[src/rtl/core/dmrl_pkg.sv]
// Shared types, register indexes and reset constants for the dual motor ramp limiter.
// Used by dmrl_ramp and dual_motor_ramp_limiter; depends on nothing else.
package dmrl_pkg;

  localparam int unsigned SPD_W    = 9;
  localparam int unsigned CMD_W    = 16;
  localparam int unsigned DUTY_W   = 8;
  localparam int unsigned AGE_W    = 16;
  localparam int unsigned RAMP_W   = 8;
  localparam int unsigned CFG_IDX_W  = 3;
  localparam int unsigned CFG_DATA_W = 16;
  localparam int unsigned DUTY_BITS_DEF = 8;

  localparam logic [RAMP_W-1:0] RAMP_PERIOD_RST = 8'd10;
  localparam logic [AGE_W-1:0]  TIMEOUT_RST     = 16'd1000;
  localparam logic [7:0]        LIMIT_RST       = 8'd250;
  localparam logic [7:0]        STEP_RST        = 8'd5;
  localparam logic [7:0]        KICK_RST        = 8'd200;

  typedef enum logic [CFG_IDX_W-1:0] {
    REG_RAMP_PERIOD = 3'd0,
    REG_TIMEOUT     = 3'd1,
    REG_THR_LIMIT   = 3'd2,
    REG_STR_LIMIT   = 3'd3,
    REG_THR_STEP    = 3'd4,
    REG_STR_STEP    = 3'd5,
    REG_THR_KICK    = 3'd6,
    REG_STR_KICK    = 3'd7
  } cfg_reg_e;

  typedef enum logic {
    FUNC_TICK = 1'b0,
    FUNC_CMD  = 1'b1
  } func_e;

  // Per-motor ramp settings handed to a ramp unit
  typedef struct packed {
    logic [7:0] step;
    logic [7:0] kick;
  } ramp_cfg_t;

  // One result transaction, lowest field last
  typedef struct packed {
    logic                    fired;
    logic signed [SPD_W-1:0] spd_str;
    logic signed [SPD_W-1:0] spd_thr;
    logic [DUTY_W-1:0]       b2;
    logic [DUTY_W-1:0]       b1;
    logic [DUTY_W-1:0]       a2;
    logic [DUTY_W-1:0]       a1;
  } result_t;

  // Clamp a signed command to +-lim
  function automatic logic signed [SPD_W-1:0] clamp_mag(logic signed [CMD_W-1:0] v,
                                                        logic [7:0] lim);
    logic signed [CMD_W:0] v_x;
    logic signed [CMD_W:0] l_x;
    logic signed [SPD_W-1:0] res;
    v_x = {v[CMD_W-1], v};
    l_x = signed'({9'b0, lim});
    if (v_x > l_x) begin
      res = signed'({1'b0, lim});
    end else if (v_x < -l_x) begin
      res = -signed'({1'b0, lim});
    end else begin
      res = v[SPD_W-1:0];
    end
    return res;
  endfunction

  function automatic logic signed [10:0] abs11(logic signed [10:0] v);
    return v[10] ? -v : v;
  endfunction

endpackage

[src/rtl/core/dmrl_ramp.sv]
// Slew-rate step with kick start for one motor: zero target stops, standstill kicks,
// otherwise step toward target. Depends on dmrl_pkg.
module dmrl_ramp
  import dmrl_pkg::*;
(
  input  logic signed [SPD_W-1:0] cur_i,
  input  logic signed [SPD_W-1:0] tgt_i,
  input  ramp_cfg_t               cfg_i,
  output logic signed [SPD_W-1:0] spd_o
);

  logic signed [10:0] cur_x, tgt_x, kick_x, step_x;
  logic signed [10:0] start, clip, diff, moved;

  always_comb begin
    cur_x  = {{2{cur_i[SPD_W-1]}}, cur_i};
    tgt_x  = {{2{tgt_i[SPD_W-1]}}, tgt_i};
    kick_x = signed'({3'b0, cfg_i.kick});
    step_x = signed'({3'b0, cfg_i.step});

    // leave standstill with a kick in the target's direction
    if (cur_x == 11'sd0) begin
      start = (tgt_x > 11'sd0) ? kick_x : -kick_x;
    end else begin
      start = cur_x;
    end

    // never overshoot the target magnitude
    clip = (abs11(start) > abs11(tgt_x)) ? tgt_x : start;
    diff = tgt_x - clip;

    if (abs11(diff) > step_x) begin
      moved = (tgt_x > clip) ? clip + step_x : clip - step_x;
    end else begin
      moved = tgt_x;
    end

    spd_o = (tgt_x == 11'sd0) ? '0 : moved[SPD_W-1:0];
  end

endmodule

[src/rtl/core/dual_motor_ramp_limiter.sv]
// Dual motor ramp limiter: throttle and steering slew-rate limiters with kick start,
// command watchdog and H-bridge duty mapping. Depends on dmrl_pkg and dmrl_ramp.
//
// Each input transaction is either a one-millisecond tick (tuser = 0) or a new target
// command (tuser = 1) and yields exactly one result transaction. The block accepts one
// transaction per clock unless the result side stalls; the input register holds the
// transaction, the state update runs between the input register and the result register,
// and the result register loads when it is free.
// While a finished result waits, the input register still takes one more transaction.
// Registers are written through cfg_we_i/cfg_idx_i/cfg_data_i; the user must write them
// only while the block is idle, which the block itself leaves unenforced; there is no read-back.
module dual_motor_ramp_limiter
  import dmrl_pkg::*;
#(
  parameter int unsigned DUTY_BITS = DUTY_BITS_DEF
) (
  input  logic                  clk_i,
  input  logic                  rst_ni,

  input  logic                  cfg_we_i,
  input  logic [CFG_IDX_W-1:0]  cfg_idx_i,
  input  logic [CFG_DATA_W-1:0] cfg_data_i,

  input  logic                  s_axis_tvalid,
  output logic                  s_axis_tready,
  // [15:0] cmd_throttle, [31:16] cmd_steer
  input  logic [31:0]           s_axis_tdata,
  // [0] func
  input  logic                  s_axis_tuser,

  output logic                  m_axis_tvalid,
  input  logic                  m_axis_tready,
  // [7:0] drive_a1, [15:8] drive_a2, [23:16] drive_b1, [31:24] drive_b2,
  // [40:32] speed_throttle, [49:41] speed_steer, [50] timeout_fired, [55:51] zero
  output logic [55:0]           m_axis_tdata
);

  localparam logic [16:0] DutyMax = 17'((1 << DUTY_BITS) - 1);

  // configuration
  logic [RAMP_W-1:0] ramp_period_q;
  logic [AGE_W-1:0]  timeout_q;
  logic [7:0]        thr_limit_q, str_limit_q;
  ramp_cfg_t         thr_cfg_q, str_cfg_q;

  always_ff @(posedge clk_i or negedge rst_ni) begin
    if (!rst_ni) begin
      ramp_period_q  <= RAMP_PERIOD_RST;
      timeout_q      <= TIMEOUT_RST;
      thr_limit_q    <= LIMIT_RST;
      str_limit_q    <= LIMIT_RST;
      thr_cfg_q.step <= STEP_RST;
      str_cfg_q.step <= STEP_RST;
      thr_cfg_q.kick <= KICK_RST;
      str_cfg_q.kick <= KICK_RST;
    end else if (cfg_we_i) begin
      case (cfg_reg_e'(cfg_idx_i))
        REG_RAMP_PERIOD: ramp_period_q  <= cfg_data_i[7:0];
        REG_TIMEOUT:     timeout_q      <= cfg_data_i;
        REG_THR_LIMIT:   thr_limit_q    <= cfg_data_i[7:0];
        REG_STR_LIMIT:   str_limit_q    <= cfg_data_i[7:0];
        REG_THR_STEP:    thr_cfg_q.step <= cfg_data_i[7:0];
        REG_STR_STEP:    str_cfg_q.step <= cfg_data_i[7:0];
        REG_THR_KICK:    thr_cfg_q.kick <= cfg_data_i[7:0];
        REG_STR_KICK:    str_cfg_q.kick <= cfg_data_i[7:0];
        default: ;
      endcase
    end
  end

  // input register
  logic                    in_valid_q;
  func_e                   in_func_q;
  logic signed [CMD_W-1:0] in_thr_q, in_str_q;
  logic                    out_valid_q;
  result_t                 out_q;
  logic                    out_free, adv;

  assign out_free      = !out_valid_q || m_axis_tready;
  assign adv           = in_valid_q && out_free;
  assign s_axis_tready = !in_valid_q || out_free;

  always_ff @(posedge clk_i or negedge rst_ni) begin
    if (!rst_ni) begin
      in_valid_q <= 1'b0;
    end else if (s_axis_tready) begin
      in_valid_q <= s_axis_tvalid;
    end
  end

  always_ff @(posedge clk_i) begin
    if (s_axis_tready && s_axis_tvalid) begin
      in_func_q <= func_e'(s_axis_tuser);
      in_thr_q  <= s_axis_tdata[15:0];
      in_str_q  <= s_axis_tdata[31:16];
    end
  end

  // motor state
  logic signed [SPD_W-1:0] tgt_thr_q, tgt_str_q, spd_thr_q, spd_str_q;
  logic signed [SPD_W-1:0] tgt_thr_d, tgt_str_d, spd_thr_d, spd_str_d;
  logic signed [SPD_W-1:0] ramp_thr, ramp_str;
  logic [AGE_W-1:0]        cmd_age_q, cmd_age_d, age_inc;
  logic [RAMP_W-1:0]       ramp_age_q, ramp_age_d, ramp_inc;
  logic                    fire, upd;

  dmrl_ramp u_ramp_thr (
    .cur_i (spd_thr_q),
    .tgt_i (tgt_thr_d),
    .cfg_i (thr_cfg_q),
    .spd_o (ramp_thr)
  );

  dmrl_ramp u_ramp_str (
    .cur_i (spd_str_q),
    .tgt_i (tgt_str_d),
    .cfg_i (str_cfg_q),
    .spd_o (ramp_str)
  );

  always_comb begin
    age_inc  = (cmd_age_q == '1) ? cmd_age_q : cmd_age_q + AGE_W'(1);
    ramp_inc = (ramp_age_q == '1) ? ramp_age_q : ramp_age_q + RAMP_W'(1);
    fire     = 1'b0;
    upd      = 1'b0;

    tgt_thr_d  = tgt_thr_q;
    tgt_str_d  = tgt_str_q;
    cmd_age_d  = cmd_age_q;
    ramp_age_d = ramp_age_q;

    if (in_func_q == FUNC_CMD) begin
      tgt_thr_d = clamp_mag(in_thr_q, thr_limit_q);
      tgt_str_d = clamp_mag(in_str_q, str_limit_q);
      cmd_age_d = '0;
    end else begin
      cmd_age_d = age_inc;
      // watchdog first, so the ramp sees the zeroed targets
      fire = ((tgt_thr_q != '0) || (tgt_str_q != '0)) && (age_inc > timeout_q);
      if (fire) begin
        tgt_thr_d = '0;
        tgt_str_d = '0;
      end
      upd        = (ramp_inc >= ramp_period_q);
      ramp_age_d = upd ? '0 : ramp_inc;
    end

    spd_thr_d = upd ? ramp_thr : spd_thr_q;
    spd_str_d = upd ? ramp_str : spd_str_q;
  end

  always_ff @(posedge clk_i or negedge rst_ni) begin
    if (!rst_ni) begin
      tgt_thr_q  <= '0;
      tgt_str_q  <= '0;
      spd_thr_q  <= '0;
      spd_str_q  <= '0;
      cmd_age_q  <= '0;
      ramp_age_q <= '0;
    end else if (adv) begin
      tgt_thr_q  <= tgt_thr_d;
      tgt_str_q  <= tgt_str_d;
      spd_thr_q  <= spd_thr_d;
      spd_str_q  <= spd_str_d;
      cmd_age_q  <= cmd_age_d;
      ramp_age_q <= ramp_age_d;
    end
  end

  // duty mapping
  logic [SPD_W-1:0]  mag_thr, mag_str;
  logic [DUTY_W-1:0] duty_thr, duty_str;
  result_t           res_d;

  always_comb begin
    mag_thr  = spd_thr_d[SPD_W-1] ? SPD_W'(-spd_thr_d) : SPD_W'(spd_thr_d);
    mag_str  = spd_str_d[SPD_W-1] ? SPD_W'(-spd_str_d) : SPD_W'(spd_str_d);
    duty_thr = ({8'b0, mag_thr} > DutyMax) ? DutyMax[DUTY_W-1:0] : mag_thr[DUTY_W-1:0];
    duty_str = ({8'b0, mag_str} > DutyMax) ? DutyMax[DUTY_W-1:0] : mag_str[DUTY_W-1:0];

    res_d.a1      = (spd_thr_d > 9'sd0) ? duty_thr : '0;
    res_d.a2      = (spd_thr_d < 9'sd0) ? duty_thr : '0;
    // steering bridge is wired mirrored
    res_d.b1      = (spd_str_d < 9'sd0) ? duty_str : '0;
    res_d.b2      = (spd_str_d > 9'sd0) ? duty_str : '0;
    res_d.spd_thr = spd_thr_d;
    res_d.spd_str = spd_str_d;
    res_d.fired   = fire;
  end

  // result register
  always_ff @(posedge clk_i or negedge rst_ni) begin
    if (!rst_ni) begin
      out_valid_q <= 1'b0;
    end else if (out_free) begin
      out_valid_q <= in_valid_q;
    end
  end

  always_ff @(posedge clk_i) begin
    if (adv) begin
      out_q <= res_d;
    end
  end

  assign m_axis_tvalid = out_valid_q;
  assign m_axis_tdata  = {5'b0, out_q};

  // checks
  a_fire_zeroes_targets: assert property (@(posedge clk_i) disable iff (!rst_ni)
    (adv && fire) |=> (tgt_thr_q == '0 && tgt_str_q == '0))
    else $error("watchdog fired but targets not cleared");

  a_cmd_keeps_speed: assert property (@(posedge clk_i) disable iff (!rst_ni)
    (adv && in_func_q == FUNC_CMD) |=> ($stable(spd_thr_q) && $stable(spd_str_q)))
    else $error("speed changed on a command transaction");

  a_speed_range: assert property (@(posedge clk_i) disable iff (!rst_ni)
    (spd_thr_q != 9'h100) && (spd_str_q != 9'h100))
    else $error("speed left the +-255 range");

  a_one_side_duty: assert property (@(posedge clk_i) disable iff (!rst_ni)
    out_valid_q |-> (!((out_q.a1 != '0) && (out_q.a2 != '0)) &&
                     !((out_q.b1 != '0) && (out_q.b2 != '0))))
    else $error("both halves of a bridge driven");

endmodule

[config.mk]
export PLATFORM = sky130hd
export DESIGN_NAME = dual_motor_ramp_limiter
export DESIGN_NICKNAME = d
export VERILOG_FILES = /design/src/rtl/core/dmrl_pkg.sv /design/src/rtl/core/dmrl_ramp.sv /design/src/rtl/core/dual_motor_ramp_limiter.sv
export SDC_FILE = /design/constraint.sdc
export NUM_CORES = 1
export LEC_CHECK = 0
export BUFFER_PORTS_ARGS = -buffer_cell sky130_fd_sc_hd__buf_2
export CAP_MARGIN = 10
export CORE_MARGIN = 1
export CORE_UTILIZATION = 59
export DETAILED_ROUTE_END_ITERATION = 12
export GPL_TIMING_DRIVEN = 0
export PLACE_DENSITY = 0.78
export SLEW_MARGIN = 20
export SYNTH_ARGS = -nofsm -noshare
export SYNTH_HDL_FRONTEND = slang
export SYNTH_HIERARCHICAL = 1
export SYNTH_SLANG_ARGS = --single-unit
[constraint.sdc]
create_clock -name clk_i -period 27.3 [get_ports clk_i]
set_input_delay 2.73 -clock clk_i [delete_from_list [all_inputs] [get_ports clk_i]]
set_output_delay 2.73 -clock clk_i [all_outputs]
set_load 0.005 [all_outputs]
# Word-level counts from Yosys, hierarchy flattened
# Cells that the tools add are included.
# word_totals
reg_bits	218
input_bits	57
out_inout_bits	58
elab_cells	139
# classes
add_sub_neg	22
magnitude_cmp	20
eq_ne	9
n_mux	37
bitwise	1
reduce_logical	24
# op_table
cell	count
9-bit 2-to-1 mux	18
11-bit 2-to-1 mux	12
11-bit zero test	4
11-bit negation	4
9-bit by 1-bit > comparator with 1-bit output (second input constant)	4
16-bit by 17-bit less-than comparator with 1-bit output	2
8-bit negation with 17-bit output	2
16-bit by 9-bit > comparator with 1-bit output	2
16-bit 2-to-1 mux	2
8-bit 2-to-1 mux	4
11-bit > comparator	2
11-bit by 9-bit > comparator with 1-bit output	2
9-bit by 11-bit > comparator with 1-bit output	2
8-bit negation with 11-bit output	2
9-bit negation with 11-bit output	2
9-bit by 11-bit subtractor with 11-bit output	2
9-bit adder	2
9-bit by 8-bit > comparator with 1-bit output (second input constant)	2
9-bit by 1-bit less-than comparator with 1-bit output (second input constant)	2
8-bit negation with 9-bit output	2
9-bit negation	2
2-bit AND reduction	9
9-bit nonzero test	2
9-bit subtractor	2
other kinds (15)	24

# Logic depth before layout (Yosys ltp)
# Gate-level depths: netlist of the first run.
# depth
depth_word	24
ltp_mapped	72
mapped_depth_nobuf	66

# Hierarchy
# The synthesis of the first run kept the hierarchy.
# by_module_without_submodules
module	instances	cells_per_inst	area_per_inst_um2	seq_area_each_um2
dual_motor_ramp_limiter	1	1135	11872.6	5913.2
dmrl_ramp (u_ramp_thr)	1	487	3358.2	0.0
dmrl_ramp (u_ramp_str)	1	431	2985.4	0.0

# Worst setup path before layout of the first run
# OpenSTA, ideal clock, no wires.
# synth_timing
kind	register to register
start	register cmd_age_q[5]
end	register out_q (netlist bit m_axis_tdata[0]) (data pin)
t_arrival_ns	14.035
t_required_ns	27.032
path_slack_ns	12.997
path_stages_with_launch	70
path_buffers	7
cell_sequence	dfrtp_1 -> and4_1 -> nand4_1 -> nor3_1 -> nor2_1 -> nand3_1 -> xnor2_1 -> ha_1 -> a211o_1 -> a2111oi_4 -> a211oi_2 -> o32ai_4 -> buf_2 -> nand2_1 -> o21ai_0 -> inv_1 -> ha_1 -> nor3b_2 -> [... 34 more ...] -> o21a_1 -> o21a_1 -> o21a_1 -> o21a_1 -> o22ai_1 -> nand2b_1 -> nor4b_1 -> a31oi_1 -> mux2i_2 -> buf_4 -> a211oi_1 -> mux2i_1 -> ha_1 -> nand3b_1 -> nand2b_1 -> mux2_2 -> o21ai_1 -> nor2_1
# synth_via
elab_chain_len	24
elab_cells_between_ends	33
cone_classes	8 x add/sub; 7 x order compare; 1 x eq/ne; 15 x mux; 2 x reduce/logical
# synth_rtl
item	line	text
start: declaration	dual_motor_ramp_limiter.sv:103	logic [AGE_W-1:0] cmd_age_q, cmd_age_d, age_inc;
start signal: assignment	dual_motor_ramp_limiter.sv:165	cmd_age_q <= cmd_age_d;
16-bit by 1-bit adder with 16-bit output or 16-bit equality test (tied branches)	dual_motor_ramp_limiter.sv:122	age_inc = (cmd_age_q == '1) ? cmd_age_q : cmd_age_q + AGE_W'(1);
16-bit 2-to-1 mux (*)	dual_motor_ramp_limiter.sv:122	
16-bit > comparator (*)	dual_motor_ramp_limiter.sv:139	fire = ((tgt_thr_q != '0) || (tgt_str_q != '0)) && (age_inc > timeout_q);
1-bit logical AND (*)	dual_motor_ramp_limiter.sv:139	
9-bit 2-to-1 mux (*)	dual_motor_ramp_limiter.sv:140	if (fire) begin
9-bit 2-to-1 mux (*)	dual_motor_ramp_limiter.sv:132	if (in_func_q == FUNC_CMD) begin
named net tgt_thr_d[1]	dual_motor_ramp_limiter.sv:101	logic signed [SPD_W-1:0] tgt_thr_d, tgt_str_d, spd_thr_d, spd_str_d;
9-bit by 1-bit > comparator with 1-bit output	dmrl_ramp.sv:23	start = (tgt_x > 11'sd0) ? kick_x : -kick_x;
[... 10 more ...]	n/a	
9-bit 2-to-1 mux	dmrl_ramp.sv:32	if (abs11(diff) > step_x) begin
9-bit 2-to-1 mux (*)	dmrl_ramp.sv:38	spd_o = (tgt_x == 11'sd0) ? '0 : moved[SPD_W-1:0];
named net ramp_thr[0]	dual_motor_ramp_limiter.sv:102	logic signed [SPD_W-1:0] ramp_thr, ramp_str;
9-bit 2-to-1 mux (*)	dual_motor_ramp_limiter.sv:148	spd_thr_d = upd ? ramp_thr : spd_thr_q;
9-bit negation	dual_motor_ramp_limiter.sv:176	mag_thr = spd_thr_d[SPD_W-1] ? SPD_W'(-spd_thr_d) : SPD_W'(spd_thr_d);
9-bit 2-to-1 mux	dual_motor_ramp_limiter.sv:176	
9-bit by 8-bit > comparator with 1-bit output	dual_motor_ramp_limiter.sv:178	duty_thr = ({8'b0, mag_thr} > DutyMax) ? DutyMax[DUTY_W-1:0] : mag_thr[DUTY_W-1:0];
8-bit 2-to-1 mux	dual_motor_ramp_limiter.sv:178	
end signal: assignment	dual_motor_ramp_limiter.sv:202	out_q <= res_d;
end: declaration	dual_motor_ramp_limiter.sv:76	result_t out_q;
# The timed path passes the listed nets; every way through them passes the cells marked *.
# A chain may end at the register's enable or synchronous reset.

# Worst setup path after layout of the first run
# layout_timing
start	register cmd_age_q[0]
end	register out_q (netlist bit m_axis_tdata[1]) (data pin)
# The elaborated chain is that of the path after synthesis.

==> metrics.md, run 1 <==
| Metric | Value |
|---|---|
| Post-synth ARST share | 61.47% |
| Share of layout cells above drive strength 1 | roughly 15% |
| Register area share after synthesis | 32.46% |
| Unrepaired setup endpoints after global routing | no |
| CTS tree | done |
| CP Data Arrival Time | 18.47 ns |
| Layout Cells excl Fill | ~2600 |
| GP Congestion | 1.009 |
| Initial core utilization | 60.65% |
| CTS buffer count | 25 |
| Sum Neg Setup Slack | 0 ns |
| HP Class | flop to flop |
| Max Buffers Root-to-Sink | 3 |
| WP data required | 27.56 ns |
| Syn Std Cell Area | 18220 µm² |
| Levels on crit path | 68 |
| Drt initial violations | 1787 |
| Die Area | 31580 µm² |
| CP bufs+invs | 9 |
| Die height | 177.7 µm |
| Critical Path Fanout Max | 10 |
| Maxcap violations | 0 |
| Post-Route WL | slightly above 50000 µm |
| Std-Cell Rows | 63 |
| Main combinational cell family by area after synthesis | compound AO/OA/AOI/OAI gates |
| Fin crit share | 66.70% |
| Final Setup Violations | 0 |
| Post-synthesis mux area share | 5.934% |
| First-pass GRT wire length | 80260 µm |
| CP max stage delay | 0.73 ns |
| Nets | 2402 |
| Post-CTS Setup Bufs | 0 |
| FF-to-FF path depth | 68 |
| Primary FF master, synth | dfrtp_1 |
| Worst-path clk slew | 0.07 ns |
| Min Hold Slack | 0.4943 ns |
| Worst Max-Slew Pin Slew | between 1 and 1.5 ns |
| Max-slew violations | 0 |
| Average size of a mapped cell | slightly below 9 µm² |
| Yosys reg bits | 218 |
| H-Tree Depth | 1 |
| DP Area | 19330 µm² |
| Vias in the first global route | 15550 |
| Slew headroom | 24.04% |
| Final Hold Fails | 0 |
| Post-Synthesis Cells | 2053 |
| Later-pin clock latency in the skew report | between 0.5 and 0.6 ns |
| Chip width | between 150 and 200 µm |
| Synth Area in Adders | 10.71% |
| Min Tclk post-route | 18.21 ns |
| Slowest stage cell, crit path | a2111oi_0 |
| Ys Warns | 6 |
| Core area | 30030 µm² |
| Status | finished, final reports clean |
| # DRC | 0 |
| EDFF count, synth | 84 |
| Port Buffers | 105 |
| Largest net degree at the start of global routing | 87 |
| Placed cells | 2558 |
| CP startpoint kind | flop |
| Clk_skew | 0.02967 ns |
| Routed vias | about 17000 |
| Post-DRT Antenna Nets | 0 |
| Most used cell, CP | ha_1 |
| Synth Area in Compound Gates | 20.83% |
| Detailed placement HPWL | roughly 39000 µm |
| Vias/cell | 6.394 |
| Fmax | 0.05492 GHz |
| # clock sinks | 218 |
| CTS root buf | clkbuf_16 |
| DRT Pass-1 Iters | 6 |
| Type of destination of the critical path | flop |
| Number of I/O pins | 115 |
| WS Path Type | flop to flop |
| Post-layout instance area | 20140 µm² |
| Yosys cell types | roughly 110 |
| Worst path top cell family by delay | compound AO/OA/AOI/OAI gates |
| # resized after CTS | 0 |
| Simple-gate area share of the yosys netlist | 19.23% |
| Hold Crit Depth | 2 |
| All-Layer GR Usage | 31.81% |
| Grt total ovfl | 0 |
| Routed WL per cell | 19.29 µm |
| Post-Synth XOR/XNOR Area | 5.749% |
| # hold bufs at CTS | 0 |
| Initial antenna violation count | 2 |
| Area growth syn-to-layout | 10.54% |
[Yosys cell counts, types with 7 or more instances]
library cell | number | area (µm²)
a211oi_1 | 24 | 180.2
a21boi_0 | 9 | 67.56
a21o_1 | 22 | 165.2
a21oi_1 | 93 | 465.5
a22o_1 | 11 | 96.34
a31oi_1 | 23 | 143.9
and2_1 | 9 | 56.30
and3_1 | 25 | 156.4
buf_2 | 13 | 65.06
buf_4 | 9 | 67.56
clkbuf_1 | 50 | 187.7
dfrtp_1 | 104 | 2603
dfstp_2 | 30 | 788.3
edfxtp_1 | 84 | 2522
ha_1 | 150 | 1877
inv_1 | 134 | 503.0
mux2_2 | 53 | 596.8
mux2i_1 | 44 | 440.4
nand2_1 | 220 | 825.8
nand2b_1 | 21 | 131.4
nand3_1 | 54 | 270.3
nand3b_1 | 7 | 52.55
nand4_1 | 27 | 168.9
nand4b_1 | 7 | 61.31
nor2_1 | 141 | 529.3
nor2b_1 | 17 | 106.4
nor3_1 | 63 | 315.3
nor3b_1 | 13 | 97.59
nor4_1 | 24 | 150.1
nor4_2 | 8 | 100.1
o211a_1 | 7 | 70.07
o211ai_1 | 27 | 202.7
o21a_1 | 30 | 225.2
o21ai_0 | 141 | 705.7
o21ai_1 | 10 | 50.05
o221ai_1 | 15 | 131.4
o22ai_1 | 7 | 43.79
o31ai_1 | 22 | 165.2
or2_2 | 14 | 87.58
or3_1 | 11 | 68.82
or4_1 | 7 | 52.55
xnor2_1 | 89 | 779.5
xor2_1 | 26 | 227.7
[through the flow]
step                      setup WS, ns  utilization (%)
after floorplan                  13.00                -
after global placement           9.471            64.10
after detailed placement         9.353            64.37
after CTS                        9.134            67.02
after global routing             8.256            67.05
final                            9.090            67.05
[path summary, 6_finish.rpt]
kind                          startpoint               to  slack [ns]
max                         cmd_age_q[0]  m_axis_tdata[1]        9.09
min                        ramp_age_q[6]    ramp_age_q[6]        0.49
max reg2reg                 cmd_age_q[0]  m_axis_tdata[1]        9.09
min reg2reg                ramp_age_q[6]    ramp_age_q[6]        0.49
max in group asynchronous         rst_ni     str_cfg_q[7]       24.43
min in group asynchronous         rst_ni    timeout_q[11]        2.07
[flip-flops by register name, summed over array words and instances, names as in the netlist]
signal / cells
ramp_age_q: 8
ramp_period_q: 8
in_str_q: 16
in_thr_q: 16
m_axis_tvalid: 1
spd_str_q: 9
spd_thr_q: 9
tgt_thr_q: 9
cmd_age_q: 16
m_axis_tdata: 51
tgt_str_q: 9
thr_limit_q: 8
timeout_q: 16
in_valid_q: 1
str_cfg_q: 16
thr_cfg_q: 16
in_func_q: 1
str_limit_q: 8
[logic make-up (layout without fill, tap and decap cells)]
kind of cell	count (synthesis)	after routing
adders and majority gates	157	157
buffers and inverters	217	372
muxes	100	100
xor gates and xnor gates	117	117
AOI/OAI and AO/OA	545	545
DFF	218	218
and+or+nand+nor	694	694
other	5	13
[per-layer routing]
metal | track usage, % | up-vias | part of all wire (%)
met5 | 1.603 | - | 0.13
met4 | 9.295 | 2 | 2.9
met3 | 3.835 | 103 | 7.4
met2 | 52.36 | 740 | 46
met1 | 43.64 | 7937 | 44
li1 | - | 7881 | -
[layout make-up]
class                           count  area, µm²
Buffer                             80      395.4
Inverter                          137      515.5
Clock inverter                     16      150.1
Fill cell                        2448       9896
Antenna cell                        2      5.005
Clock buffer                       30      644.4
Multi-Input combinational cell   1624      11430
Timing Repair Buffer              109      598.1
Sequential cell                   218       5913
Tap cell                          390      488.0
[cells in the final DEF, fill, tap and decap left out, types with 14 or more instances in the layout]
cell type	n
nor3_1	61
nor2b_1	17
inv_1	134
a21oi_1	93
ha_1	150
nand2b_1	21
o21a_1	30
o31ai_1	22
clkbuf_1	55
mux2_2	53
dfstp_2	30
a211oi_1	24
a31oi_1	23
dfrtp_1	104
nand2_1	220
clkbuf_16	25
nand3_1	54
o211ai_1	27
nor2_1	141
a21o_1	22
o21ai_0	138
o221ai_1	15
and3_1	25
xor2_1	26
buf_2	117
xnor2_1	89
nand4_1	27
nor4_1	24
or2_2	14
edfxtp_1	84
mux2i_1	44
[worst register-to-register path: cells and delay by family (launching register included)]
family	cells	cell delay, ns
AO/OA/AOI/OAI	26	7.01
XOR/XNOR	2	0.37
buffers and inverters	9	2.44
adder cells (fa/ha/maj)	8	2.13
multiplexers	3	1.22
AND/OR/NAND/NOR	20	4.28
flip-flops	1	0.46
Power of run 1 is left out: the tool's default activity adds up to more than one toggle a clock period on the data nets, which glitch-free logic cannot reach.
==> run 2, diff against run 1 <==
--- a/config.mk
+++ b/config.mk
@@ -5,13 +5,14 @@
 export SDC_FILE = /design/constraint.sdc
 export NUM_CORES = 1
 export LEC_CHECK = 0
+export ABC_AREA = 1
 export BUFFER_PORTS_ARGS = -buffer_cell sky130_fd_sc_hd__buf_2
 export CAP_MARGIN = 10
 export CORE_MARGIN = 1
-export CORE_UTILIZATION = 59
+export CORE_UTILIZATION = 57
 export DETAILED_ROUTE_END_ITERATION = 12
 export GPL_TIMING_DRIVEN = 0
-export PLACE_DENSITY = 0.78
+export PLACE_DENSITY = 0.79
 export SLEW_MARGIN = 20
 export SYNTH_ARGS = -nofsm -noshare
 export SYNTH_HDL_FRONTEND = slang
==> constraint.sdc (replaced) <==
create_clock -name clk_i -period 15.5 [get_ports clk_i]
set_input_delay 1.55 -clock clk_i [delete_from_list [all_inputs] [get_ports clk_i]]
set_output_delay 1.55 -clock clk_i [all_outputs]
set_load 0.005 [all_outputs]
==> metrics.md, run 2 <==
| Metric | Value |
|---|---|
| DRT Pass-1 Iters | 10 (was 6) |
| Commonest non-fill, non-tap cells in the layout | nand2_1, inv_1, nor2_1 (was nand2_1, ha_1, nor2_1) |
| Fin crit share | 84.15% (was 66.70%) |
| Number of I/O pins | 115 (unchanged) |
| Initial core utilization | 58.40% (was 60.65%) |
| CTS buffer count | 25 (unchanged) |
| Average size of a mapped cell | 7.319 µm² (was 8.873 µm²) |
| Std-Cell Rows | 64 (was 63) |
| Final Hold Fails | 0 (unchanged) |
| Routed WL per cell | 15.81 µm (was 19.29 µm) |
| Max Buffers Root-to-Sink | 3 (unchanged) |
| Vias in the first global route | 16180 (was 15550) |
| Slew headroom | 29.46% (was 24.04%) |
| CTS root buf | clkbuf_16 (unchanged) |
| WS Path Type | flop to flop (unchanged) |
| Top cells by count, synth | nand2_1, inv_1, nor2_1 (was nand2_1, ha_1, nor2_1, o21ai_0, inv_1) |
| Failing checks | DRC |
| EDFF count, synth | 84 (unchanged) |
| CP startpoint kind | flop (unchanged) |
| # resized after CTS | 0 (unchanged) |
| Maxcap violations | 0 (unchanged) |
| First-pass GRT wire length | 79150 µm (was 80260 µm) |
| Syn Std Cell Area | 18050 µm² (was 18220 µm²) |
| Vias/cell | 5.537 (was 6.394) |
| Post-Synthesis Cells | 2466 (was 2053) |
| Routed vias | 16750 (was 16660) |
| Type of destination of the critical path | flop (unchanged) |
| Slowest stage cell, crit path | dfrtp_1 (was a2111oi_0) |
| Status | finished, violations left (was finished, final reports clean) |
| Critical Path Fanout Max | 10 (unchanged) |
| Commonest non-fill, non-tap cell in the layout | nand2_1 (unchanged) |
| Die height | 180.0 µm (was 177.7 µm) |
| Die Area | 32380 µm² (was 31580 µm²) |
| Max FFs per register | 51 (unchanged) |
| Antenna diode count | 0 (was 2) |
| Drt initial violations | 1498 (was 1787) |
| All-Layer GR Usage | 29.89% (was 31.81%) |
| Initial antenna violation count | 0 (was 2) |
| Later-pin clock latency in the skew report | 0.53 ns (was 0.55 ns) |
| Worst Max-Slew Pin Slew | 1.050 ns (was 1.125 ns) |
| Most used cell, CP | nand2_1 (was ha_1) |
| Yosys reg bits | 218 (unchanged) |
| Fmax | 0.07667 GHz (was 0.05492 GHz) |
| H-Tree Depth | 1 (unchanged) |
| GP Congestion | 0.9752 (was 1.009) |
| CP Data Arrival Time | 13.31 ns (was 18.47 ns) |
| Port Buffers | 109 (was 105) |
| Area leader, netlist | dfrtp_1 (unchanged) |
| Largest net degree at the start of global routing | 82 (was 87) |
| # clock sinks | 218 (unchanged) |
| Area growth syn-to-layout | 11.28% (was 10.54%) |
| Detailed placement HPWL | 37210 µm (was 38790 µm) |
| Nets | 2817 (was 2402) |
| Min Tclk post-route | 13.04 ns (was 18.21 ns) |
| Max-slew violations | 0 (unchanged) |
| Primary FF master, synth | dfrtp_1 (unchanged) |
| Post-synth top area share | 14.42% (was 14.29%) |
| Synth top area cells | dfrtp_1, edfxtp_1, nand2_1 (was dfrtp_1, edfxtp_1, ha_1) |
| HP Class | flop to flop (unchanged) |
| FILL cells | 2693 (was 2448) |
| Unrepaired setup endpoints after global routing | no (unchanged) |
| Clk_skew | 0.01186 ns (was 0.02967 ns) |
| # hold bufs at CTS | 0 (unchanged) |
| Ys Warns | 6 (unchanged) |
| CP max stage delay | 0.43 ns (was 0.73 ns) |
| Storage element area | 5913 µm² (unchanged) |
| Yosys cell types | 64 (was 109) |
| Post-Route WL | 47820 µm (was 50260 µm) |
| WP data required | 15.77 ns (was 27.56 ns) |
| Footprint of the multi-input gates | 10350 µm² (was 11430 µm²) |
| Register area share after synthesis | 32.76% (was 32.46%) |
| Post-synth ARST share | 61.47% (unchanged) |
| Grt total ovfl | 0 (unchanged) |
| Post-DRT Antenna Nets | 0 (unchanged) |
| Fin util | 64.98% (was 67.05%) |
| CTS tree | done (unchanged) |
| Count leader, synth | nand2_1 (unchanged) |
| Post-CTS Setup Bufs | 0 (unchanged) |
| Final Setup Violations | 0 (unchanged) |
| Sum Neg Setup Slack | 0 ns (unchanged) |
| Chip width | 180.0 µm (was 177.7 µm) |
| Worst-path clk slew | 0.06 ns (was 0.07 ns) |
| Core area | 30910 µm² (was 30030 µm²) |
| # DRC | 13 (was 0) |
| Share of layout cells above drive strength 1 | 15.14% (was 14.95%) |
run 2: cell types whose count changed in the layout (fill, tap and decap cells not counted), moves of 29 or more:
cell and change:
nand2_1 +379, xnor2_1 -69, nor2_1 +61, nand3_2 +29, inv_1 +244, nand3_1 +138, nand2_2 +60, xor2_1 +49
nor3_1 -30, mux2_2 -53, mux2i_1 -44
run 2: cell families (layout without fill, tap and decap cells):
group                      count (synthesis)  after routing  share of synthesized area [%]
buffers and inverters                    455            612                          10.04
AOI/OAI and AO/OA                        340            340                          11.06
other                                      5             11                         0.1040
xor gates and xnor gates                 100            100                          5.060
adders and majority gates                150            150                          10.40
DFF                                      218            218                          32.76
and+or+nand+nor                         1198           1198                          30.58
run 2: worst paths after layout:
check | start | endpoint | slack, ns | cells after the start
min | thr_cfg_q[15] | thr_cfg_q[15] | 0.49 | 2
max reg2reg | cmd_age_q[0] | m_axis_tdata[5] | 2.46 | 77
max | cmd_age_q[0] | m_axis_tdata[5] | 2.46 | 77
max in group asynchronous | rst_ni | timeout_q[9] | 13.80 | 2
min in group asynchronous | rst_ni | str_cfg_q[15] | 0.92 | 1
min reg2reg | thr_cfg_q[15] | thr_cfg_q[15] | 0.49 | 2
run 2: cell type report:
| cell class | count | area share, % |
|---|---|---|
| sequential | 218 | 29.44 |
| multi-input combinational | 1799 | 51.52 |
| clock inverter | 14 | 1.103 |
| inverter | 407 | 7.606 |
| buffer | 48 | 1.433 |
| clock buffer | 32 | 3.395 |
| timing repair buffer | 111 | 3.040 |
| tap | 396 | 2.467 |
run 2: worst max-delay path: cells and delay by family, from the launching register on:
kind | cells | cell delay (ns)
simple gates | 38 | 5.12
compound gates | 12 | 2.54
flops | 1 | 0.43
buf+inv | 16 | 2.11
xor+xnor | 3 | 0.50
fa+ha+maj | 8 | 2.03
run 2: stage by stage:
stage | area (µm²) | std cells | setup slack, ns | hold slack [ns]
2_1_floorplan | 18070 | 2472 | 5.085 | 0.4530
3_3_place_gp | 19110 | 2977 | 3.122 | 0.4668
3_5_place_dp | 19180 | 2979 | 2.718 | 0.4731
4_1_cts | 20090 | 3025 | 2.637 | 0.4873
5_1_grt | 20090 | 3025 | 1.443 | 0.5096
6_report | 20090 | 3025 | 2.457 | 0.4863
run 2: metal layers:
metal  vias up  part of all wire [%]  wire (µm)  track usage [%]
met5         -                     0          0                0
met2       623                    46      21900            50.32
met4         0                   3.0       1430            9.448
met3       111                   7.6       3638            4.964
met1      7749                    44      20850            39.17
li1       8265                     -          -                -
Power of run 2 is left out for the same reason.
==> run 3, diff against run 2 <==
--- a/config.mk
+++ b/config.mk
@@ -9,10 +9,10 @@
 export BUFFER_PORTS_ARGS = -buffer_cell sky130_fd_sc_hd__buf_2
 export CAP_MARGIN = 10
 export CORE_MARGIN = 1
-export CORE_UTILIZATION = 57
+export CORE_UTILIZATION = 59
 export DETAILED_ROUTE_END_ITERATION = 12
 export GPL_TIMING_DRIVEN = 0
-export PLACE_DENSITY = 0.79
+export PLACE_DENSITY = 0.78
 export SLEW_MARGIN = 20
 export SYNTH_ARGS = -nofsm -noshare
 export SYNTH_HDL_FRONTEND = slang
==> constraint.sdc (replaced) <==
create_clock -name clk_i -period 13.6 [get_ports clk_i]
set_input_delay 1.36 -clock clk_i [delete_from_list [all_inputs] [get_ports clk_i]]
set_output_delay 1.36 -clock clk_i [all_outputs]
set_load 0.005 [all_outputs]
==> metrics.md, run 3 (synthesized netlist as in run 2, its figures left out) <==
| Metric | Value |
|---|---|
| Slew headroom | 49.44% (was 29.46%) |
| Worst Max-Slew Pin Slew | 0.7526 ns (was 1.050 ns) |
| Post-DRT Antenna Nets | 0 (unchanged) |
| Worst-path clk slew | 0.06 ns (about the same) |
| CP Data Arrival Time | 12.84 ns (was 13.31 ns) |
| DRT Pass-1 Iters | 6 (was 10) |
| Max Buffers Root-to-Sink | 3 (unchanged) |
| GP Congestion | 0.9555 (was 0.9752) |
| Die Area | 31300 µm² (was 32380 µm²) |
| Routed WL per cell | 15.79 µm (was 15.81 µm) |
| # clock sinks | 218 (unchanged) |
| Vias/cell | 5.623 (was 5.537) |
| First-pass GRT wire length | 76940 µm (was 79150 µm) |
| Fmax | 0.07962 GHz (was 0.07667 GHz) |
| Number of I/O pins | 115 (unchanged) |
| Slowest stage cell, crit path | dfrtp_1 (unchanged) |
| Port Buffers | 109 (unchanged) |
| Met1 Track Usage GR | 40.99% (was 39.17%) |
| Final Hold Fails | 0 (unchanged) |
| Std-Cell Rows | 63 (was 64) |
| Share of layout cells above drive strength 1 | 15.36% (was 15.14%) |
| Chip width | 176.9 µm (was 180.0 µm) |
| Worst slack, placed | 0.8248 ns (was 2.718 ns) |
| Nets | 2818 (was 2817) |
| CTS root buf | clkbuf_16 (unchanged) |
| HP Class | flop to flop (unchanged) |
| Type of destination of the critical path | flop (unchanged) |
| WS Path Type | flop to flop (unchanged) |
| Max-slew violations | 0 (unchanged) |
| Largest net degree at the start of global routing | 85 (was 82) |
| CP startpoint kind | flop (unchanged) |
| Routed vias | 16990 (was 16750) |
| Final Setup Violations | 0 (unchanged) |
| Commonest non-fill, non-tap cells in the layout | nand2_1, inv_1, nor2_1 (unchanged) |
| M3 GR Usage | 3.093% (was 4.964%) |
| CTS buffer count | 25 (unchanged) |
| CP max stage delay | 0.41 ns (was 0.43 ns) |
| Grt total ovfl | 0 (unchanged) |
| # DRC | 0 (was 13) |
| Maxcap violations | 0 (unchanged) |
| Commonest non-fill, non-tap cell in the layout | nand2_1 (unchanged) |
| Core area | 29870 µm² (was 30910 µm²) |
| Most used routing layer | met2 (unchanged) |
| Min Tclk post-route | 12.56 ns (was 13.04 ns) |
| Later-pin clock latency in the skew report | 0.53 ns (about the same) |
| Drt initial violations | 1501 (was 1498) |
| Slack of the critical path | 1.041 ns (was 2.457 ns) |
| Status | finished, final reports clean (was finished, violations left) |
| All-Layer GR Usage | 30.53% (was 29.89%) |
| Area growth syn-to-layout | 11.10% (was 11.28%) |
| Vias in the first global route | 15890 (was 16180) |
| Detailed placement HPWL | 37300 µm (was 37210 µm) |
| Initial core utilization | 60.42% (was 58.40%) |
| Initial antenna violation count | 1 (was 0) |
| Fin crit share | 92.35% (was 84.15%) |
| Critical Path Fanout Max | 10 (unchanged) |
| Die height | 176.9 µm (was 180.0 µm) |
| Clk_skew | 0.01402 ns (was 0.01186 ns) |
| WP data required | 13.88 ns (was 15.77 ns) |
| Most used cell, CP | nand2_1 (unchanged) |
| CTS tree | done (unchanged) |
| H-Tree Depth | 1 (unchanged) |
| Global routing usage on met2 | 51.34% (was 50.32%) |
| Max FFs per register | 51 (unchanged) |
| R2R setup slack | 1.04 ns (was 2.46 ns) |
| Post-Route WL | 47690 µm (was 47820 µm) |
==> run 3: repair_timing <==
action                                  in CTS  in global routing
hold buffers                                 0                  0
buffers inserted                             0                  1
gates resized for setup                      0                 11
endpoints found under the setup margin       0                 30
==> run 3: per-stage QoR <==
stage / setup TNS (ns) / cells / utilization [%] / area, µm² / hold slack (ns)
global route: -0.02180 / 3020 / 67.12 / 20050 / 0.4998
detailed placement: 0 / 2973 / 64.18 / 19170 / 0.4744
finish: 0 / 3021 / 67.13 / 20050 / 0.4861
global placement: 0 / 2971 / 63.95 / 19110 / 0.4677
floorplan: 0 / 2472 / - / 18070 / 0.4530
CTS: 0 / 3019 / 66.88 / 19980 / 0.4899
==> run 3: cell type report <==
cell class / instances / area (µm²)
antenna: 1 / 2.502
inverter: 407 / 1531
multi-input combinational: 1799 / 10410
sequential: 218 / 5913
buffer: 48 / 287.8
clock buffer: 33 / 706.9
fill: 2526 / 9821
timing repair buffer: 112 / 618.1
clock inverter: 13 / 100.1
tap: 390 / 488.0
==> run 3: worst paths after layout <==
path / startpoint / to / depth (start not counted)
max reg2reg: cmd_age_q[0] / m_axis_tdata[24] / 75
min: thr_cfg_q[15] / thr_cfg_q[15] / 2
max in group asynchronous: rst_ni / thr_cfg_q[10] / 2
max: cmd_age_q[0] / m_axis_tdata[24] / 75
min in group asynchronous: rst_ni / ramp_age_q[3] / 1
min reg2reg: thr_cfg_q[15] / thr_cfg_q[15] / 2
==> run 3: worst max-delay path, delay by kind of cell (launching register included) <==
kind | cells | cell delay [ns]
and+or+nand+nor | 35 | 4.80
AOI/OAI and AO/OA | 13 | 2.41
buffers and inverters | 16 | 2.17
adders and majority gates | 8 | 1.84
xor gates and xnor gates | 3 | 0.62
DFF | 1 | 0.41
==> run 3: layer usage <==
layer  vias to the layer above  part of all wire, %
met5                         -                    0
met1                      7932                   43
met2                       680                   46
met3                       110                  7.1
li1                       8265                    -
met4                         0                  3.1
Power of run 3 is left out for the same reason.
